==> config.mk <==
export PLATFORM = sky130hd
export DESIGN_NAME = gzip_header_parser
export DESIGN_NICKNAME = d
export VERILOG_FILES = /design/src/gzhp_pkg.sv /design/src/gzhp_core.sv /design/src/gzip_header_parser.sv
export VERILOG_INCLUDE_DIRS = /design/src /design/src/src
export SDC_FILE = /design/constraint.sdc
export NUM_CORES = 1
export LEC_CHECK = 0
export BUFFER_PORTS_ARGS = -buffer_cell sky130_fd_sc_hd__buf_2
export CAP_MARGIN = 20
export CORE_MARGIN = 4
export CORE_UTILIZATION = 45
export DETAILED_ROUTE_END_ITERATION = 10
export PLACE_DENSITY_LB_ADDON = 0.1
export SLEW_MARGIN = 20
export SYNTH_ARGS = -nofsm -noshare
export SYNTH_HDL_FRONTEND = slang
export SYNTH_SLANG_ARGS = --single-unit
==> constraint.sdc <==
create_clock -name clk -period 2.5 [get_ports clk]
set_input_delay 0.5 -clock clk [delete_from_list [all_inputs] [get_ports clk]]
set_output_delay 0.5 -clock clk [all_outputs]
set_load 0.05 [all_outputs]
==> src/gzip_header_parser_defines.svh <==
// Assertion macros for the gzip header parser RTL.
// Define NO_ASSERTIONS to compile them out.
`ifndef GZIP_HEADER_PARSER_DEFINES_SVH
`define GZIP_HEADER_PARSER_DEFINES_SVH

`ifndef NO_ASSERTIONS

// Clocked property, disabled while in reset.
`define GZHP_ASSERT(label, prop, msg) \
	label: assert property (@(posedge clk) disable iff (!arst_n) (prop)) else $error(msg);

// Condition that must never be seen at a clock edge.
`define GZHP_NEVER(label, cond, msg) \
	label: assert property (@(posedge clk) disable iff (!arst_n) !(cond)) else $error(msg);

`else

`define GZHP_ASSERT(label, prop, msg)
`define GZHP_NEVER(label, cond, msg)

`endif

`endif

==> src/gzhp_pkg.sv <==
`timescale 1ns / 1ps
`default_nettype none

package gzhp_pkg;

	// Parser phases
	localparam logic [3:0] PH_FIXED   = 4'd0;
	localparam logic [3:0] PH_XLEN_LO = 4'd1;
	localparam logic [3:0] PH_XLEN_HI = 4'd2;
	localparam logic [3:0] PH_EXTRA   = 4'd3;
	localparam logic [3:0] PH_NAME    = 4'd4;
	localparam logic [3:0] PH_COMMENT = 4'd5;
	localparam logic [3:0] PH_HCRC_LO = 4'd6;
	localparam logic [3:0] PH_HCRC_HI = 4'd7;
	localparam logic [3:0] PH_PAYLOAD = 4'd8;

	// FLG bits
	localparam int FLG_HCRC_BIT    = 1;
	localparam int FLG_EXTRA_BIT   = 2;
	localparam int FLG_NAME_BIT    = 3;
	localparam int FLG_COMMENT_BIT = 4;

	// Fixed header constants
	localparam logic [7:0] ID1_BYTE    = 8'h1F;
	localparam logic [7:0] ID2_BYTE    = 8'h8B;
	localparam logic [7:0] CM_DEFLATE  = 8'h08;
	localparam logic [3:0] FIXED_LAST  = 4'd9;
	localparam logic [3:0] IDX_ID1     = 4'd0;
	localparam logic [3:0] IDX_ID2     = 4'd1;
	localparam logic [3:0] IDX_CM      = 4'd2;
	localparam logic [3:0] IDX_FLG     = 4'd3;

	// Error codes
	localparam logic [1:0] ERR_NONE   = 2'd0;
	localparam logic [1:0] ERR_MAGIC  = 2'd1;
	localparam logic [1:0] ERR_METHOD = 2'd2;
	localparam logic [1:0] ERR_TRUNC  = 2'd3;

	// One result word
	typedef struct packed {
		logic [7:0] payload_byte;
		logic       payload_valid;
		logic       header_done;
		logic [1:0] error_code;
	} gzhp_result_t;

	// First optional section at or after phase 'from' that the flags ask for
	function automatic logic [3:0] next_section(input logic [3:0] from, input logic [7:0] flg);
		logic [3:0] ph;
		ph = PH_PAYLOAD;
		if (from <= PH_HCRC_LO && flg[FLG_HCRC_BIT])
			ph = PH_HCRC_LO;
		if (from <= PH_COMMENT && flg[FLG_COMMENT_BIT])
			ph = PH_COMMENT;
		if (from <= PH_NAME && flg[FLG_NAME_BIT])
			ph = PH_NAME;
		if (from <= PH_XLEN_LO && flg[FLG_EXTRA_BIT])
			ph = PH_XLEN_LO;
		return ph;
	endfunction

endpackage

`default_nettype wire

==> src/gzhp_core.sv <==
`timescale 1ns / 1ps
`default_nettype none
`include "gzip_header_parser_defines.svh"

// Header parse state and the per-word update.
module gzhp_core import gzhp_pkg::*; (
	input  wire logic         clk,
	input  wire logic         arst_n,
	input  wire logic         en,
	input  wire logic [7:0]   data_byte,
	input  wire logic         start_of_stream,
	input  wire logic         end_of_input,
	output gzhp_result_t      result
);

	logic [3:0]  phase_q, phase_c, phase_n;
	logic [3:0]  cnt_q, cnt_c, cnt_n;
	logic [7:0]  flags_q, flags_c, flags_n;
	logic [15:0] extra_q, extra_c, extra_n;
	logic [7:0]  lo_q, lo_c, lo_n;
	logic [1:0]  err_q, err_c, err_n;
	logic [1:0]  pend_q, pend_c, pend_n;
	logic        valid;
	logic [15:0] xlen;

	// Start of stream restarts from the reset state
	assign phase_c = start_of_stream ? PH_FIXED : phase_q;
	assign cnt_c   = start_of_stream ? 4'd0 : cnt_q;
	assign flags_c = start_of_stream ? 8'd0 : flags_q;
	assign extra_c = start_of_stream ? 16'd0 : extra_q;
	assign lo_c    = start_of_stream ? 8'd0 : lo_q;
	assign err_c   = start_of_stream ? ERR_NONE : err_q;
	assign pend_c  = start_of_stream ? ERR_NONE : pend_q;
	assign xlen    = {data_byte, lo_c};

	// Next state
	always_comb begin
		phase_n = phase_c;
		cnt_n   = cnt_c;
		flags_n = flags_c;
		extra_n = extra_c;
		lo_n    = lo_c;
		err_n   = err_c;
		pend_n  = pend_c;
		valid   = 1'b0;
		if (err_c == ERR_NONE) begin
			if (end_of_input) begin
				if (phase_c != PH_PAYLOAD)
					err_n = ERR_TRUNC;
			end else begin
				case (phase_c)
					PH_FIXED: begin
						// first fault wins; reported with the result for the tenth byte
						if (pend_c == ERR_NONE) begin
							if (cnt_c == IDX_ID1 && data_byte != ID1_BYTE)
								pend_n = ERR_MAGIC;
							if (cnt_c == IDX_ID2 && data_byte != ID2_BYTE)
								pend_n = ERR_MAGIC;
							if (cnt_c == IDX_CM && data_byte != CM_DEFLATE)
								pend_n = ERR_METHOD;
						end
						if (cnt_c == IDX_FLG)
							flags_n = data_byte;
						if (cnt_c >= FIXED_LAST) begin
							cnt_n = 4'd0;
							if (pend_n != ERR_NONE)
								err_n = pend_n;
							else
								phase_n = next_section(PH_XLEN_LO, flags_c);
						end else begin
							cnt_n = cnt_c + 4'd1;
						end
					end
					PH_XLEN_LO: begin
						lo_n    = data_byte;
						phase_n = PH_XLEN_HI;
					end
					PH_XLEN_HI: begin
						extra_n = xlen;
						phase_n = (xlen != 16'd0) ? PH_EXTRA : next_section(PH_NAME, flags_c);
					end
					PH_EXTRA: begin
						extra_n = extra_c - 16'd1;
						if (extra_c == 16'd1)
							phase_n = next_section(PH_NAME, flags_c);
					end
					PH_NAME: begin
						if (data_byte == 8'd0)
							phase_n = next_section(PH_COMMENT, flags_c);
					end
					PH_COMMENT: begin
						if (data_byte == 8'd0)
							phase_n = next_section(PH_HCRC_LO, flags_c);
					end
					PH_HCRC_LO: phase_n = PH_HCRC_HI;
					PH_HCRC_HI: phase_n = PH_PAYLOAD;
					PH_PAYLOAD: valid = 1'b1;
					default:    phase_n = PH_FIXED;
				endcase
			end
		end
	end

	// Result for this word
	always_comb begin
		result.payload_byte  = valid ? data_byte : 8'd0;
		result.payload_valid = valid;
		result.header_done   = (phase_n == PH_PAYLOAD) && (err_n == ERR_NONE);
		result.error_code    = err_n;
	end

	// State registers
	always_ff @(posedge clk or negedge arst_n) begin
		if (!arst_n) begin
			phase_q <= PH_FIXED;
			cnt_q   <= 4'd0;
			flags_q <= 8'd0;
			extra_q <= 16'd0;
			lo_q    <= 8'd0;
			err_q   <= ERR_NONE;
			pend_q  <= ERR_NONE;
		end else if (en) begin
			phase_q <= phase_n;
			cnt_q   <= cnt_n;
			flags_q <= flags_n;
			extra_q <= extra_n;
			lo_q    <= lo_n;
			err_q   <= err_n;
			pend_q  <= pend_n;
		end
	end

	`GZHP_NEVER(a_cnt_range, cnt_q > FIXED_LAST, "fixed byte count past last header byte")
	`GZHP_NEVER(a_payload_no_err, en && result.payload_valid && result.error_code != ERR_NONE, "payload with error")
	`GZHP_ASSERT(a_payload_done, en && result.payload_valid |-> result.header_done, "payload before header done")
	`GZHP_ASSERT(a_err_sticky, en && err_q != ERR_NONE && !start_of_stream |=> err_q == $past(err_q), "error latch changed without restart")

endmodule

`default_nettype wire

==> src/gzip_header_parser.sv <==
`timescale 1ns / 1ps
`default_nettype none

// gzip member header parser. Takes one stream byte per cycle unless stalled and returns
// one result word per byte: payload bytes once the header (fixed part, extra field, name,
// comment, header CRC as flagged) is consumed, plus header_done and a latched
// error_code (bad magic, bad method, truncated header) that clears on
// start_of_stream. Throughput is one word per cycle unless stalled; each byte passes
// the input register, then the parse state update, then the result register.
// in_stall follows out_stall when both registers are full.
module gzip_header_parser import gzhp_pkg::*; (
	input  wire logic       clk,
	input  wire logic       arst_n,
	input  wire logic       in_valid,
	output logic            in_stall,
	input  wire logic [7:0] data_byte,
	input  wire logic       start_of_stream,
	input  wire logic       end_of_input,
	output logic            out_valid,
	input  wire logic       out_stall,
	output logic [7:0]      payload_byte,
	output logic            payload_valid,
	output logic            header_done,
	output logic [1:0]      error_code
);

	logic         valid_s1;
	logic [7:0]   data_s1;
	logic         sos_s1;
	logic         eoi_s1;
	logic         out_valid_q;
	gzhp_result_t result_q;
	gzhp_result_t result;
	logic         advance;

	// Result register free or being drained
	assign advance  = !out_valid_q || !out_stall;
	assign in_stall = valid_s1 && !advance;

	// Input register
	always_ff @(posedge clk or negedge arst_n) begin
		if (!arst_n) begin
			valid_s1 <= 1'b0;
		end else if (!in_stall) begin
			valid_s1 <= in_valid;
		end
	end

	always_ff @(posedge clk) begin
		if (!in_stall && in_valid) begin
			data_s1 <= data_byte;
			sos_s1  <= start_of_stream;
			eoi_s1  <= end_of_input;
		end
	end

	gzhp_core u_core (
		.clk             (clk),
		.arst_n          (arst_n),
		.en              (valid_s1 && advance),
		.data_byte       (data_s1),
		.start_of_stream (sos_s1),
		.end_of_input    (eoi_s1),
		.result          (result)
	);

	// Result register
	always_ff @(posedge clk or negedge arst_n) begin
		if (!arst_n) begin
			out_valid_q <= 1'b0;
		end else if (advance) begin
			out_valid_q <= valid_s1;
		end
	end

	always_ff @(posedge clk) begin
		if (advance && valid_s1)
			result_q <= result;
	end

	assign out_valid     = out_valid_q;
	assign payload_byte  = result_q.payload_byte;
	assign payload_valid = result_q.payload_valid;
	assign header_done   = result_q.header_done;
	assign error_code    = result_q.error_code;

endmodule

`default_nettype wire
==> run metrics <==
status=complete, no violations; Post-Syn Area per Cell=roughly 9.4 µm²; Synth Area in Adders=0.0230; clk slew on worst S/H paths=0.08 ns; Residual DRC=0; crit path capture=header_done$_DFFE_PP_; Port-buffer cells=27; Final Wtd Congestion=around 0.96; Arr. time, crit path=~2.6 ns; layout cells sized above 1=0.233; hold crit path type=input port to asynchronous set/reset pin; R2R Path End=header_done$_DFFE_PP_; Net Count, Synth=~430; nets=480; met3 wire len=between 700 and 800 µm; fill count=between 700 and 800; wirelength, routed=around 11 mm; routed vias=3592; Critical-path top delay cell=or3b_2; crit-path max FO=55; Multi-input gate area=around 1900 µm²; register area share after synthesis=0.450; root cell of the clock tree=clkbuf_8; vias per inst=6.31; largest area contributor in the netlist=dfrtp_1; Synth Flop Type=dfrtp_1; design area=around 4500 µm²; FF-to-FF setup slack=roughly 0.085 ns; number of synthesized register bits=64; Die X=99.9 µm; DR pass1 iterations=5; power per standard cell area=about 710 nW/µm²; CTS tree=built; htree depth=3; placed instance area=between 4000 and 5000 µm²; DR WL/cell=between 15 and 20 µm; Final Skew=0.0162 ns; fmax=slightly above 400 MHz; worst path cell trace=buf_4, buf_12, or3b_2, a211o_1, a2111oi_4, nor4_1, and4bb_1; mapped cell area=~3800 µm²; initial core utilization=0.463; Longest Clk Path Bufs=2; top cells by area, synth=dfrtp_1 28%, edfxtp_1 17%, o21ai_0 4.3%; Die Y=between 90 and 100 µm; Skew-Pair Late Insertion Delay=roughly 0.36 ns; Ports=28; Crit. End Element=flop; core region area=about 8000 µm²; biggest cell delay along the critical path=~0.53 ns; Final Critical Period=approximately 2.4 ns; Commonest cells post-synth=42 x dfrtp_1, 33 x o21ai_0, 31 x nand2_1; Synth Instances=404; total CTS buffers=9; vias in the first global route=between 3000 and 4000; Netlist cell types=74; most frequent cell after synthesis=dfrtp_1; critical path launch point type=flop; compound-cell area share of the yosys netlist=0.267; largest family of logic cells by synthesized area=compound AO/OA/AOI/OAI gates; M1 WL=5.09 mm; LEAKAGE=around 0.0019 µW; met2 routed WL=roughly 5 mm; Hold-fix buffers, CTS=0; post-synthesis mux area share=0.00296; initial antenna violation count=0; CTS Sinks=between 60 and 70; reg2reg start=sos_s1$_DFFE_PP_; FF+latch area=1710 µm²; slew at the pin closest to its max-slew limit=between 0.6 and 0.7 ns; global route overflow=0; Iter 0 DRT Violations=281; Detail Route Antenna Nets=0; all-layer global routing usage=0.235; DPL Wire Length=roughly 8 mm; # setup viols final=0; largest net degree at the start of global routing=56; Area growth syn-to-layout=17.7%; FP Rows=33; Async S/R FF share, synth=0.656; worst-case reg-to-reg path depth=7; Max Used Layer=met4; maxcap violations=0; top-area cell type share of the netlist area=0.276; first-pass GRT wire length=18.3 mm; Total Die Area=9990 µm²; Post-synth EDFFs=22; CP startpoint=sos_s1$_DFFE_PP_; critical path class=flop to flop; worst vdd ir=between 0.3 and 0.4 mV; Final Hold Viols=0; ANT cells=0; Slew Limit Fails=0; Core Util, Final=0.545; data required time of the critical path=2.73 ns; Worst slew margin=0.556; Post-Synth Simple-Gate Area=0.203; Final period util=0.966; synth warn=0; xor/xnor share of the synthesized area=0.00230
[worst max-delay path: cells and delay by family (launching register included)]
| kind | cells | cell delay, ns |
|---|---|---|
| flops | 1 | 0.41 |
| simple gates | 3 | 0.91 |
| compound gates | 2 | 0.61 |
| buf+inv | 2 | 0.33 |
[cells in the final DEF, fill, tap and decap left out, types with 5 or more instances in the layout]
| cell | instances |
|---|---|
| nand3_1 | 5 |
| inv_1 | 22 |
| nor4_1 | 17 |
| and2_1 | 6 |
| ha_1 | 7 |
| nor3_1 | 15 |
| a21oi_1 | 19 |
| or3_1 | 7 |
| buf_2 | 27 |
| clkbuf_8 | 9 |
| nor2_1 | 25 |
| nand2_1 | 30 |
| a22o_1 | 16 |
| buf_4 | 42 |
| a31oi_1 | 11 |
| dfrtp_1 | 42 |
| o21ai_0 | 33 |
| edfxtp_1 | 22 |
[repair_timing]
item,4_1_cts,5_1_grt
setup endpoints to repair,0,2
endpoints found under the hold margin,0,0
resized for setup,0,3
setup buffers,0,1
[kinds of logic (layout without fill, tap and decap cells)]
group / after synthesis / count (layout)
fa+ha+maj: 7 / 7
xor+xnor: 1 / 1
buf+inv: 49 / 109
compound gates: 141 / 141
mux: 1 / 1
simple gates: 141 / 141
flops: 64 / 64
[power breakdown]
part	switching, µW	total [µW]	internal (µW)	leakage, µW
registers	114	1310	1190	0.000780
logic	635	1060	426	0.00101
clock network	447	806	359	0.0000854
[metrics by stage]
step / TNS [ns] / total power (µW) / instances / hold slack (ns) / setup slack, ns
after floorplan: -0.00689 / 1980 / 404 / 0.204 / -0.00689
final: 0 / 3170 / 569 / 0.0456 / 0.0845
after CTS: 0 / 3160 / 568 / 0.0424 / 0.0305
after global routing: -0.000533 / 3340 / 569 / 0.0625 / -0.000533
after global placement: 0 / 2350 / 552 / 0.420 / 0.150
after detailed placement: 0 / 2360 / 552 / 0.425 / 0.0436
[how the worst min path moves through the flow]
stage / from / to / slack [ns] / cells past startpoint
after floorplan: arst_n / out_valid$_DFFE_PN0N_ / 0.20 / 0
after global placement: arst_n / u_core.err_q[0]$_DFFE_PN0P_ / 0.42 / 1
after detailed placement: arst_n / u_core.err_q[0]$_DFFE_PN0P_ / 0.43 / 1
after CTS: arst_n / u_core.err_q[0]$_DFFE_PN0P_ / 0.04 / 1
after global routing: arst_n / u_core.err_q[0]$_DFFE_PN0P_ / 0.06 / 1
final: arst_n / u_core.err_q[0]$_DFFE_PN0P_ / 0.05 / 1
[layer usage]
layer | vias to the layer above | global-route usage
met5 | - | 0
met4 | 0 | 0.106
met3 | 19 | 0.0278
met2 | 149 | 0.359
met1 | 1751 | 0.336
li1 | 1673 | -
[cell type report]
type | count | area share
timing repair buffer | 70 | 0.105
sequential | 64 | 0.382
clock inverter | 7 | 0.0106
clock buffer | 9 | 0.0277
tap | 105 | 0.0294
multi-input combinational | 291 | 0.425
inverter | 23 | 0.0196
[sequential cells by signal, indices dropped and copies added, names as in the netlist]
name,flops
sos_s1,1
u_core.phase_q,4
u_core.err_q,2
payload_valid,1
valid_s1,1
u_core.cnt_q,4
u_core.extra_q,16
eoi_s1,1
error_code,2
u_core.pend_q,2
out_valid,1
u_core.lo_q,8
payload_byte,8
u_core.flags_q,4
header_done,1
data_s1,8
No activity file was read; power rests on OpenSTA's default activity.
